==> src/hw/rtl/kpvt_pkg.sv <==
// kpvt_pkg: shared types, sequencer states and microcode for the Kalman tracker.
// No dependencies.
`timescale 1ns / 1ps
`default_nettype none
package kpvt_pkg;

  localparam int unsigned AddrW = 5;

  localparam logic [2:0] RegDt     = 3'd0;
  localparam logic [2:0] RegQPos   = 3'd1;
  localparam logic [2:0] RegQVel   = 3'd2;
  localparam logic [2:0] RegRMeas  = 3'd3;
  localparam logic [2:0] RegInitX  = 3'd4;
  localparam logic [2:0] RegInitV  = 3'd5;
  localparam logic [2:0] RegInitPx = 3'd6;
  localparam logic [2:0] RegInitPv = 3'd7;

  localparam logic [30:0] DtRst    = 31'd6554;
  localparam logic [30:0] QPosRst  = 31'd0;
  localparam logic [30:0] QVelRst  = 31'd0;
  localparam logic [30:0] RMeasRst = 31'd327680;
  localparam logic signed [31:0] InitXRst = 32'sd655360;
  localparam logic signed [31:0] InitVRst = 32'sd294912;
  localparam logic [30:0] InitPxRst = 31'd32768000;
  localparam logic [30:0] InitPvRst = 31'd3211264;

  localparam logic [3:0] StepS    = 4'd7;
  localparam logic [3:0] StepLast = 4'd13;

  typedef struct packed {
    logic [30:0] dt;
    logic [30:0] q_pos;
    logic [30:0] q_vel;
    logic [30:0] r_meas;
  } cfg_t;

  typedef struct packed {
    logic signed [31:0] base;
    logic signed [31:0] ma;
    logic signed [31:0] mb;
    logic signed [31:0] ext;
    logic               sub;
  } alu_req_t;

  typedef enum logic [2:0] {
    ST_IDLE, ST_MUL, ST_ACC, ST_DIV_GO, ST_DIV_WAIT, ST_OUT
  } state_e;

  typedef enum logic [4:0] {
    OPD_ZERO, OPD_ONE, OPD_DT, OPD_Z, OPD_POS, OPD_VEL,
    OPD_P00, OPD_P01, OPD_P10, OPD_P11,
    OPD_XP, OPD_FP00, OPD_FP01, OPD_PP00, OPD_PP10, OPD_PP11,
    OPD_Y, OPD_S, OPD_K0, OPD_K1, OPD_QPOS, OPD_QVEL, OPD_RMEAS
  } opnd_e;

  typedef struct packed {
    opnd_e dst;
    opnd_e base;
    opnd_e ma;
    opnd_e mb;
    opnd_e ext;
    logic  sub;
  } uop_t;

  // dst = sat(base +/- mulq(ma, mb) + ext)
  function automatic uop_t uop(input logic [3:0] step);
    uop_t u;
    u = '{OPD_ZERO, OPD_ZERO, OPD_ZERO, OPD_ZERO, OPD_ZERO, 1'b0};
    case (step)
      4'd0:  u = '{OPD_XP,   OPD_POS,  OPD_DT,   OPD_VEL,  OPD_ZERO,  1'b0};
      4'd1:  u = '{OPD_FP00, OPD_P00,  OPD_DT,   OPD_P10,  OPD_ZERO,  1'b0};
      4'd2:  u = '{OPD_FP01, OPD_P01,  OPD_DT,   OPD_P11,  OPD_ZERO,  1'b0};
      4'd3:  u = '{OPD_PP00, OPD_FP00, OPD_FP01, OPD_DT,   OPD_QPOS,  1'b0};
      4'd4:  u = '{OPD_PP10, OPD_P10,  OPD_P11,  OPD_DT,   OPD_ZERO,  1'b0};
      4'd5:  u = '{OPD_PP11, OPD_P11,  OPD_ZERO, OPD_ZERO, OPD_QVEL,  1'b0};
      4'd6:  u = '{OPD_Y,    OPD_Z,    OPD_XP,   OPD_ONE,  OPD_ZERO,  1'b1};
      4'd7:  u = '{OPD_S,    OPD_PP00, OPD_ZERO, OPD_ZERO, OPD_RMEAS, 1'b0};
      4'd8:  u = '{OPD_POS,  OPD_XP,   OPD_K0,   OPD_Y,    OPD_ZERO,  1'b0};
      4'd9:  u = '{OPD_VEL,  OPD_VEL,  OPD_K1,   OPD_Y,    OPD_ZERO,  1'b0};
      4'd10: u = '{OPD_P00,  OPD_PP00, OPD_K0,   OPD_PP00, OPD_ZERO,  1'b1};
      4'd11: u = '{OPD_P01,  OPD_FP01, OPD_K0,   OPD_FP01, OPD_ZERO,  1'b1};
      4'd12: u = '{OPD_P10,  OPD_PP10, OPD_K1,   OPD_PP00, OPD_ZERO,  1'b1};
      4'd13: u = '{OPD_P11,  OPD_PP11, OPD_K1,   OPD_FP01, OPD_ZERO,  1'b1};
      default: u = '{OPD_ZERO, OPD_ZERO, OPD_ZERO, OPD_ZERO, OPD_ZERO, 1'b0};
    endcase
    return u;
  endfunction

endpackage
`default_nettype wire

==> src/hw/rtl/kalman_position_velocity_tracker_core.sv <==
// Two-state constant-velocity Kalman tracker, Q(32-FRAC_BITS).FRAC_BITS fixed point.
// Each update runs 14 multiply-accumulate steps, each a multiply state then an accumulate
// state, plus two serial divisions for the gains (skipped on a gain fault).
// One measurement at a time: a new one is taken only when the sequencer is idle.
// Reset (async, active low) loads the reset estimate and diagonal covariance constants.
`timescale 1ns / 1ps
`default_nettype none
module kalman_position_velocity_tracker_core #(
  parameter int unsigned FRAC_BITS = 16
) (
  input  wire logic                      clk_i,
  input  wire logic                      rst_ni,
  // measurement channel
  input  wire logic                      in_valid_i,
  output logic                           in_ready_o,
  input  wire logic signed [31:0]        measured_pos_i,
  // estimate channel
  output logic                           out_valid_o,
  input  wire logic                      out_ready_i,
  output logic signed [31:0]             est_position_o,
  output logic signed [31:0]             est_velocity_o,
  output logic signed [31:0]             pos_variance_o,
  output logic signed [31:0]             vel_variance_o,
  output logic                           gain_fault_o,
  // APB register port
  input  wire logic                      psel,
  input  wire logic                      penable,
  input  wire logic                      pwrite,
  input  wire logic [kpvt_pkg::AddrW-1:0] paddr,
  input  wire logic [31:0]               pwdata,
  output logic [31:0]                    prdata,
  output logic                           pready
);
  import kpvt_pkg::*;

  localparam logic signed [31:0] One = 32'sd1 <<< FRAC_BITS;

  cfg_t cfg;

  // sequencer
  state_e     state_q, state_d;
  logic [3:0] step_q;
  logic       ksel_q;
  uop_t       cur;

  // decoded controls
  logic alu_load, acc_wr, div_start, k_zero, out_load, in_xfer;

  // estimate state and per-step temporaries
  logic signed [31:0] pos_q, vel_q, p00_q, p01_q, p10_q, p11_q;
  logic signed [31:0] z_q, xp_q, fp00_q, fp01_q, pp00_q, pp10_q, pp11_q;
  logic signed [31:0] y_q, s_q, k0_q, k1_q;
  logic               fault_q, s_bad;

  alu_req_t           req;
  logic signed [31:0] alu_res, div_quo;
  logic               div_done;

  assign pready = 1'b1;

  kpvt_cfg u_cfg (
    .clk_i, .rst_ni, .psel, .penable, .pwrite, .paddr, .pwdata, .prdata,
    .cfg_o(cfg)
  );

  // operand selection for the shared unit
  function automatic logic signed [31:0] opnd(input opnd_e o);
    logic signed [31:0] v;
    case (o)
      OPD_ONE:   v = One;
      OPD_DT:    v = {1'b0, cfg.dt};
      OPD_Z:     v = z_q;
      OPD_POS:   v = pos_q;
      OPD_VEL:   v = vel_q;
      OPD_P00:   v = p00_q;
      OPD_P01:   v = p01_q;
      OPD_P10:   v = p10_q;
      OPD_P11:   v = p11_q;
      OPD_XP:    v = xp_q;
      OPD_FP00:  v = fp00_q;
      OPD_FP01:  v = fp01_q;
      OPD_PP00:  v = pp00_q;
      OPD_PP10:  v = pp10_q;
      OPD_PP11:  v = pp11_q;
      OPD_Y:     v = y_q;
      OPD_S:     v = s_q;
      OPD_K0:    v = k0_q;
      OPD_K1:    v = k1_q;
      OPD_QPOS:  v = {1'b0, cfg.q_pos};
      OPD_QVEL:  v = {1'b0, cfg.q_vel};
      OPD_RMEAS: v = {1'b0, cfg.r_meas};
      default:   v = '0;
    endcase
    return v;
  endfunction

  // re-evaluated whenever any selectable register changes, gains included
  always_comb begin
    cur = uop(step_q);
    req = '{base: opnd(cur.base), ma: opnd(cur.ma), mb: opnd(cur.mb),
            ext: opnd(cur.ext), sub: cur.sub};
  end

  kpvt_alu #(.FRAC_BITS(FRAC_BITS)) u_alu (
    .clk_i, .load_i(alu_load), .req_i(req), .res_o(alu_res)
  );

  // gain numerator is predicted P00 for the position gain, predicted P10 for velocity
  kpvt_div #(.FRAC_BITS(FRAC_BITS)) u_div (
    .clk_i, .rst_ni, .start_i(div_start),
    .num_i(ksel_q ? pp10_q : pp00_q), .den_i(s_q[30:0]),
    .done_o(div_done), .quo_o(div_quo)
  );

  // innovation variance not positive -> gains forced to zero
  assign s_bad = s_q[31] || (s_q == '0);

  // next state
  always_comb begin
    state_d = state_q;
    case (state_q)
      ST_IDLE:     if (in_valid_i) state_d = ST_MUL;
      ST_MUL:      state_d = ST_ACC;
      ST_ACC: begin
        if (step_q == StepLast)   state_d = ST_OUT;
        else if (step_q == StepS) state_d = ST_DIV_GO;
        else                      state_d = ST_MUL;
      end
      ST_DIV_GO:   state_d = s_bad ? ST_MUL : ST_DIV_WAIT;
      ST_DIV_WAIT: if (div_done) state_d = ksel_q ? ST_MUL : ST_DIV_GO;
      ST_OUT:      if (!out_valid_o || out_ready_i) state_d = ST_IDLE;
      default:     state_d = ST_IDLE;
    endcase
  end

  // outputs of the sequencer
  always_comb begin
    in_ready_o = 1'b0;
    alu_load   = 1'b0;
    acc_wr     = 1'b0;
    div_start  = 1'b0;
    k_zero     = 1'b0;
    out_load   = 1'b0;
    case (state_q)
      ST_IDLE:   in_ready_o = 1'b1;
      ST_MUL:    alu_load   = 1'b1;
      ST_ACC:    acc_wr     = 1'b1;
      ST_DIV_GO: begin
        k_zero    = s_bad;
        div_start = !s_bad;
      end
      ST_OUT:    out_load = !out_valid_o || out_ready_i;
      default: ;
    endcase
  end

  assign in_xfer = in_valid_i && in_ready_o;

  always_ff @(posedge clk_i or negedge rst_ni) begin
    if (!rst_ni) begin
      state_q <= ST_IDLE;
      step_q  <= '0;
      ksel_q  <= 1'b0;
    end else begin
      state_q <= state_d;
      if (in_xfer) begin
        step_q <= '0;
        ksel_q <= 1'b0;
      end else if (acc_wr) begin
        step_q <= step_q + 1'b1;
      end
      if (state_q == ST_DIV_WAIT && div_done) ksel_q <= 1'b1;
    end
  end

  // estimate and covariance, written back by the last six steps
  always_ff @(posedge clk_i or negedge rst_ni) begin
    if (!rst_ni) begin
      pos_q <= InitXRst;
      vel_q <= InitVRst;
      p00_q <= {1'b0, InitPxRst};
      p01_q <= '0;
      p10_q <= '0;
      p11_q <= {1'b0, InitPvRst};
    end else if (acc_wr) begin
      case (cur.dst)
        OPD_POS: pos_q <= alu_res;
        OPD_VEL: vel_q <= alu_res;
        OPD_P00: p00_q <= alu_res;
        OPD_P01: p01_q <= alu_res;
        OPD_P10: p10_q <= alu_res;
        OPD_P11: p11_q <= alu_res;
        default: ;
      endcase
    end
  end

  // temporaries of one step
  always_ff @(posedge clk_i) begin
    if (in_xfer) z_q <= measured_pos_i;
    if (acc_wr) begin
      case (cur.dst)
        OPD_XP:   xp_q   <= alu_res;
        OPD_FP00: fp00_q <= alu_res;
        OPD_FP01: fp01_q <= alu_res;
        OPD_PP00: pp00_q <= alu_res;
        OPD_PP10: pp10_q <= alu_res;
        OPD_PP11: pp11_q <= alu_res;
        OPD_Y:    y_q    <= alu_res;
        OPD_S:    s_q    <= alu_res;
        default: ;
      endcase
    end
    if (k_zero) begin
      k0_q <= '0;
      k1_q <= '0;
    end else if (state_q == ST_DIV_WAIT && div_done) begin
      if (ksel_q) k1_q <= div_quo;
      else        k0_q <= div_quo;
    end
    if (state_q == ST_DIV_GO) fault_q <= s_bad;
  end

  // result register: frees the sequencer to take the next measurement
  always_ff @(posedge clk_i or negedge rst_ni) begin
    if (!rst_ni) begin
      out_valid_o <= 1'b0;
    end else if (out_load) begin
      out_valid_o <= 1'b1;
    end else if (out_ready_i) begin
      out_valid_o <= 1'b0;
    end
  end

  always_ff @(posedge clk_i) begin
    if (out_load) begin
      est_position_o <= pos_q;
      est_velocity_o <= vel_q;
      pos_variance_o <= p00_q;
      vel_variance_o <= p11_q;
      gain_fault_o   <= fault_q;
    end
  end

endmodule
`default_nettype wire

==> src/hw/rtl/kpvt_cfg.sv <==
// kpvt_cfg: APB register bank for the tracker settings.
// Depends on kpvt_pkg.
`timescale 1ns / 1ps
`default_nettype none
module kpvt_cfg (
  input  wire logic                      clk_i,
  input  wire logic                      rst_ni,
  input  wire logic                      psel,
  input  wire logic                      penable,
  input  wire logic                      pwrite,
  input  wire logic [kpvt_pkg::AddrW-1:0] paddr,
  input  wire logic [31:0]               pwdata,
  output logic [31:0]                    prdata,
  output kpvt_pkg::cfg_t                 cfg_o
);
  import kpvt_pkg::*;

  logic [30:0] dt_q, qp_q, qv_q, rm_q, ipx_q, ipv_q;
  logic [31:0] ix_q, iv_q;
  logic        wr;
  logic [2:0]  idx;

  assign wr  = psel & penable & pwrite;
  assign idx = paddr[4:2];

  always_ff @(posedge clk_i or negedge rst_ni) begin
    if (!rst_ni) begin
      dt_q  <= DtRst;
      qp_q  <= QPosRst;
      qv_q  <= QVelRst;
      rm_q  <= RMeasRst;
      ix_q  <= InitXRst;
      iv_q  <= InitVRst;
      ipx_q <= InitPxRst;
      ipv_q <= InitPvRst;
    end else if (wr) begin
      case (idx)
        RegDt:     dt_q  <= pwdata[30:0];
        RegQPos:   qp_q  <= pwdata[30:0];
        RegQVel:   qv_q  <= pwdata[30:0];
        RegRMeas:  rm_q  <= pwdata[30:0];
        RegInitX:  ix_q  <= pwdata;
        RegInitV:  iv_q  <= pwdata;
        RegInitPx: ipx_q <= pwdata[30:0];
        RegInitPv: ipv_q <= pwdata[30:0];
        default: ;
      endcase
    end
  end

  always_comb begin
    case (idx)
      RegDt:     prdata = {1'b0, dt_q};
      RegQPos:   prdata = {1'b0, qp_q};
      RegQVel:   prdata = {1'b0, qv_q};
      RegRMeas:  prdata = {1'b0, rm_q};
      RegInitX:  prdata = ix_q;
      RegInitV:  prdata = iv_q;
      RegInitPx: prdata = {1'b0, ipx_q};
      RegInitPv: prdata = {1'b0, ipv_q};
      default:   prdata = '0;
    endcase
  end

  assign cfg_o = '{dt: dt_q, q_pos: qp_q, q_vel: qv_q, r_meas: rm_q};

endmodule
`default_nettype wire

==> src/hw/rtl/kpvt_alu.sv <==
// kpvt_alu: shared multiply-accumulate unit, sat(base +/- round(ma*mb) + ext).
// Depends on kpvt_pkg. Load cycle registers the product; result is valid next cycle.
`timescale 1ns / 1ps
`default_nettype none
module kpvt_alu #(
  parameter int unsigned FRAC_BITS = 16
) (
  input  wire logic               clk_i,
  input  wire logic               load_i,
  input  wire kpvt_pkg::alu_req_t req_i,
  output logic signed [31:0]      res_o
);
  import kpvt_pkg::*;

  localparam logic signed [63:0] Half = 64'sd1 <<< (FRAC_BITS - 1);

  logic signed [63:0] prod_q;
  logic signed [31:0] base_q, ext_q;
  logic               sub_q;
  logic signed [63:0] m, sum;

  always_ff @(posedge clk_i) begin
    if (load_i) begin
      prod_q <= 64'($signed(req_i.ma)) * 64'($signed(req_i.mb));
      base_q <= req_i.base;
      ext_q  <= req_i.ext;
      sub_q  <= req_i.sub;
    end
  end

  always_comb begin
    m   = (prod_q + Half) >>> FRAC_BITS;  // round half up
    sum = 64'(base_q) + (sub_q ? -m : m) + 64'(ext_q);
    if (sum > 64'sd2147483647)       res_o = 32'sh7fffffff;
    else if (sum < -64'sd2147483648) res_o = 32'sh80000000;
    else                             res_o = sum[31:0];
  end

endmodule
`default_nettype wire

==> src/hw/rtl/kpvt_div.sv <==
// kpvt_div: radix-2 restoring divider, sat((num << FRAC_BITS) / den), toward zero.
// Depends on kpvt_pkg. Produces 32+FRAC_BITS quotient bits serially; den must be positive.
`timescale 1ns / 1ps
`default_nettype none
module kpvt_div #(
  parameter int unsigned FRAC_BITS = 16
) (
  input  wire logic               clk_i,
  input  wire logic               rst_ni,
  input  wire logic               start_i,
  input  wire logic signed [31:0] num_i,
  input  wire logic [30:0]        den_i,
  output logic                    done_o,
  output logic signed [31:0]      quo_o
);
  import kpvt_pkg::*;

  localparam int unsigned NW = 32 + FRAC_BITS;
  localparam int unsigned CW = $clog2(NW + 1);

  logic [CW-1:0] cnt_q;
  logic          busy_q, done_q, neg_q;
  logic [NW-1:0] dvd_q, quo_q;
  logic [30:0]   rem_q, den_q;
  logic [31:0]   trial, mag;
  logic          qbit;

  assign mag   = num_i[31] ? 32'(-num_i) : num_i;
  assign trial = {rem_q, dvd_q[NW-1]};
  assign qbit  = trial >= {1'b0, den_q};

  always_ff @(posedge clk_i or negedge rst_ni) begin
    if (!rst_ni) begin
      busy_q <= 1'b0;
      done_q <= 1'b0;
      cnt_q  <= '0;
    end else begin
      done_q <= 1'b0;
      if (start_i) begin
        busy_q <= 1'b1;
        cnt_q  <= CW'(NW);
      end else if (busy_q) begin
        cnt_q <= cnt_q - 1'b1;
        if (cnt_q == CW'(1)) begin
          busy_q <= 1'b0;
          done_q <= 1'b1;
        end
      end
    end
  end

  always_ff @(posedge clk_i) begin
    if (start_i) begin
      dvd_q <= {mag, {FRAC_BITS{1'b0}}};
      quo_q <= '0;
      rem_q <= '0;
      den_q <= den_i;
      neg_q <= num_i[31];
    end else if (busy_q) begin
      dvd_q <= {dvd_q[NW-2:0], 1'b0};
      quo_q <= {quo_q[NW-2:0], qbit};
      rem_q <= qbit ? 31'(trial - {1'b0, den_q}) : trial[30:0];
    end
  end

  always_comb begin
    if (!neg_q) begin
      quo_o = (|quo_q[NW-1:31]) ? 32'sh7fffffff : {1'b0, quo_q[30:0]};
    end else if ((|quo_q[NW-1:32]) || (quo_q[31] && (|quo_q[30:0]))) begin
      quo_o = 32'sh80000000;
    end else begin
      quo_o = 32'(-quo_q[31:0]);
    end
  end

  assign done_o = done_q;

endmodule
`default_nettype wire
==> config.mk <==
export PLATFORM = sky130hd
export DESIGN_NAME = kalman_position_velocity_tracker_core
export DESIGN_NICKNAME = d
export VERILOG_FILES = /design/src/hw/rtl/kpvt_pkg.sv /design/src/hw/rtl/kalman_position_velocity_tracker_core.sv /design/src/hw/rtl/kpvt_cfg.sv /design/src/hw/rtl/kpvt_alu.sv /design/src/hw/rtl/kpvt_div.sv
export SDC_FILE = /design/constraint.sdc
export NUM_CORES = 2
export LEC_CHECK = 0
export BUFFER_PORTS_ARGS = -buffer_cell sky130_fd_sc_hd__buf_2
export CAP_MARGIN = 40
export CORE_UTILIZATION = 40
export DETAILED_ROUTE_END_ITERATION = 6
export GPL_TIMING_DRIVEN = 0
export SYNTH_ARGS = -nofsm -noshare
export SYNTH_HDL_FRONTEND = slang
export SYNTH_HIERARCHICAL = 1
export SYNTH_SLANG_ARGS = --single-unit
==> constraint.sdc <==
create_clock -name clk_i -period 15.1 [get_ports clk_i]
set_input_delay 1.51 -clock clk_i [delete_from_list [all_inputs] [get_ports clk_i]]
set_output_delay 1.51 -clock clk_i [all_outputs]
set_load 0.02 [all_outputs]
==> metrics.yaml <==
status: "finished with violations"
violations: "design-rule violations"
synth_sequential_area_ratio: 0.3175
required_ps: 15670
hold_viol_final: 0
synth-edff-count: 596
wire_per_inst_um: 40.71
endpoint_kind: "register"
htree_levels: 4
initial_core_util: 0.4034
synth_xor_area_frac: 0.02212
dieArea_um2: 256300
port_buffers: 236
final_util: 0.4687
grt_util_all_layers: 0.4494
period_minus_slack_ps: 15050
cp_num_buf_inv: 13
pre_cts_ws_ps: -365.2
finClkSkew_ps: 88.17
yosysTopAreaCell: "fa_1"
floorplan.io_pins: 240
cts_tree: "yes"
cpMaxStageDelayCell: "a222oi_1"
die_h_um: 506.2
setup.worst_path.class: "reg -> reg"
num_rows: 184
ant_nets: 0
syn_area_per_cell_um2: 10.26
synthTopCellsByArea: "fa_1, edfxtp_1, dfrtp_1"
synthFlopType: "edfxtp_1"
crit_arrival_ps: 15610
hp-class: "reg -> reg"
fmax_mhz: 66.46
timing.final.ws_setup_ps: 53.20
ys_types: 124
drt_iter0_markers: 13240
slowest_delay_ps: 1080
cts_buffers: 146
gr-total-overflow: 0
final_common_cell: "inv_1"
tightest_slew_ps: 1450
slew_headroom: 0.03312
vias: 90180
design_area_um2: 118200
cts_root_buf: "clkbuf_16"
via_per_inst: 6.333
synth-seq-cells: 1198
largest-register: "u_alu/prod_q"
async_reset_ff_frac: 0.3831
synthSimpleGateAreaFrac: 0.1265
worstPathMaxFanout: 14
finalCritPeriodShare: 0.9965
synthMuxAreaShare: 0.07946
clockBufferDepth: 3
drive_gt1_frac: 0.1672
finalWirelength_um: 579700
core_area_um2: 252100
die_width_um: 506.2
grt_max_degree: 120
clkLatencyLatePin_ps: 880
path_common_cell: "fa_1"
startpoint_type: "register"
drv_cap: 0
first_pass_iters: 7
drc: 9
antenna_found_initial: 124
cts_hold_buf: 0
finalSetupViolations: 0
grt_pass1_wl_um: 773600
crit_family: "adder cells"
netlist_instances: 9910
synth_top_family_by_area: "adder cells"
power_density_nw_per_um2: 66.44
finalNetCount: 12190
top_regs: "u_alu/prod_q (49), u_div/quo_q (48)"
synth_top_area_share: 0.2256
area_growth_pct: 16.20
post_dp_cell_area_um2: 112600
yosysWarnings: 6
grt_pass1_vias: 87610
cts_sinks: 1198
place.gp.congestion: 1.120
ir_worst_vdd_mv: 0.1195
synth_compound_area_frac: 0.1194
clk_pin_slew_worst_paths_ps: 60
rsz0062_at_grt: "false"
drv_slew: 0
p_leak_nw: 48.33
syn_area_um2: 101700
post_synth_fa_ha_maj_area_fraction: 0.2618
hpwl_um: 471400
final_cell_mix: "inv_1, nand2_1, fa_1, edfxtp_1, mux2_2"
largest_reg_flops: 49
synth.net_count: 11430
## timing repair
| action | CTS | global route |
|---|---|---|
| setup buffers | 0 | 1 |
| pin swaps | 1 | 1 |
| gates resized for setup | 7 | 42 |
| endpoints found under the setup margin | 12 | 12 |
## cell usage after synthesis (35+ instances only)
library cell / instances
and3_1: 44
dfxtp_1: 143
mux2i_1: 214
a222oi_1: 114
nor2_1: 358
nor3b_1: 37
a221oi_1: 58
mux2_2: 493
nand2_1: 1280
clkbuf_1: 396
dfstp_2: 35
and2_1: 318
xnor2_1: 148
o211ai_1: 40
fa_1: 1146
nand3_1: 156
ha_1: 294
o22ai_1: 73
dfrtp_1: 424
o21ai_0: 215
a211oi_1: 69
nand4_1: 70
a22o_1: 52
o21a_1: 41
a21oi_1: 313
edfxtp_1: 596
xor2_1: 107
buf_2: 127
a22oi_1: 220
inv_1: 1317
o22a_1: 39
nand2b_1: 75
a21o_1: 67
nor3_1: 96
or3_1: 50
nor2b_1: 41
## per-layer routing
layer  vias up  wire length (um)  GRT usage  share of wire
met5         -               368          0        0.00063
met4        54             39780     0.2555          0.069
met3      1543             73980     0.1684           0.13
met2      6413            234100     0.6266           0.40
met1     46690            231400     0.5951           0.40
li1      35480                 -          -              -
## logic make-up (layout without fill, tap and decap cells)
kind of cell,after synthesis,in the layout
compound gates,1683,1683
xor+xnor,256,256
fa+ha+maj,1440,1440
buf+inv,1900,2792
flops,1198,1198
mux,734,734
other cells,1,90
simple gates,2698,2698
## metrics by stage
stage          setup TNS (ps)  hold WS, ps  instances  power [W]
6_report                    0        435.3      14240   0.007851
4_1_cts                     0        443.8      14140   0.007859
3_5_place_dp            -1423        430.0      13870   0.004114
3_3_place_gp          -113320        408.5      13490   0.004096
2_1_floorplan               0        400.3       9910   0.003904
5_1_grt                     0        448.1      14160   0.008024
## path summary, 6_finish.rpt
path	cells past startpoint	to	startpoint	slack [ps]
setup reg to reg	42	u_alu/prod_q[63]	step_q[1]	50
min in group asynchronous	1	u_cfg/ipv_q[19]	rst_ni	720
hold / removal	0	gain_fault_o	fault_q	440
setup / recovery	42	u_alu/prod_q[63]	step_q[1]	50
hold reg to reg	0	gain_fault_o	fault_q	440
max in group asynchronous	3	p11_q[26]	rst_ni	12650
## power by group
group          switching (W)  internal, W
registers           0.000168      0.00354
clock network        0.00165      0.00213
logic               0.000188     0.000174
## cell type report
cell class | count | area (um2)
Antenna cell | 89 | 222.7
Inverter | 1319 | 4951
Clock inverter | 79 | 1036
Tap cell | 3348 | 4189
Multi-Input combinational cell | 6812 | 62430
Buffer | 578 | 2569
Clock buffer | 194 | 4130
Timing Repair Buffer | 622 | 6351
Sequential cell | 1198 | 32290
Fill cell | 23830 | 133900
No activity file was read; power rests on OpenSTA's default activity.
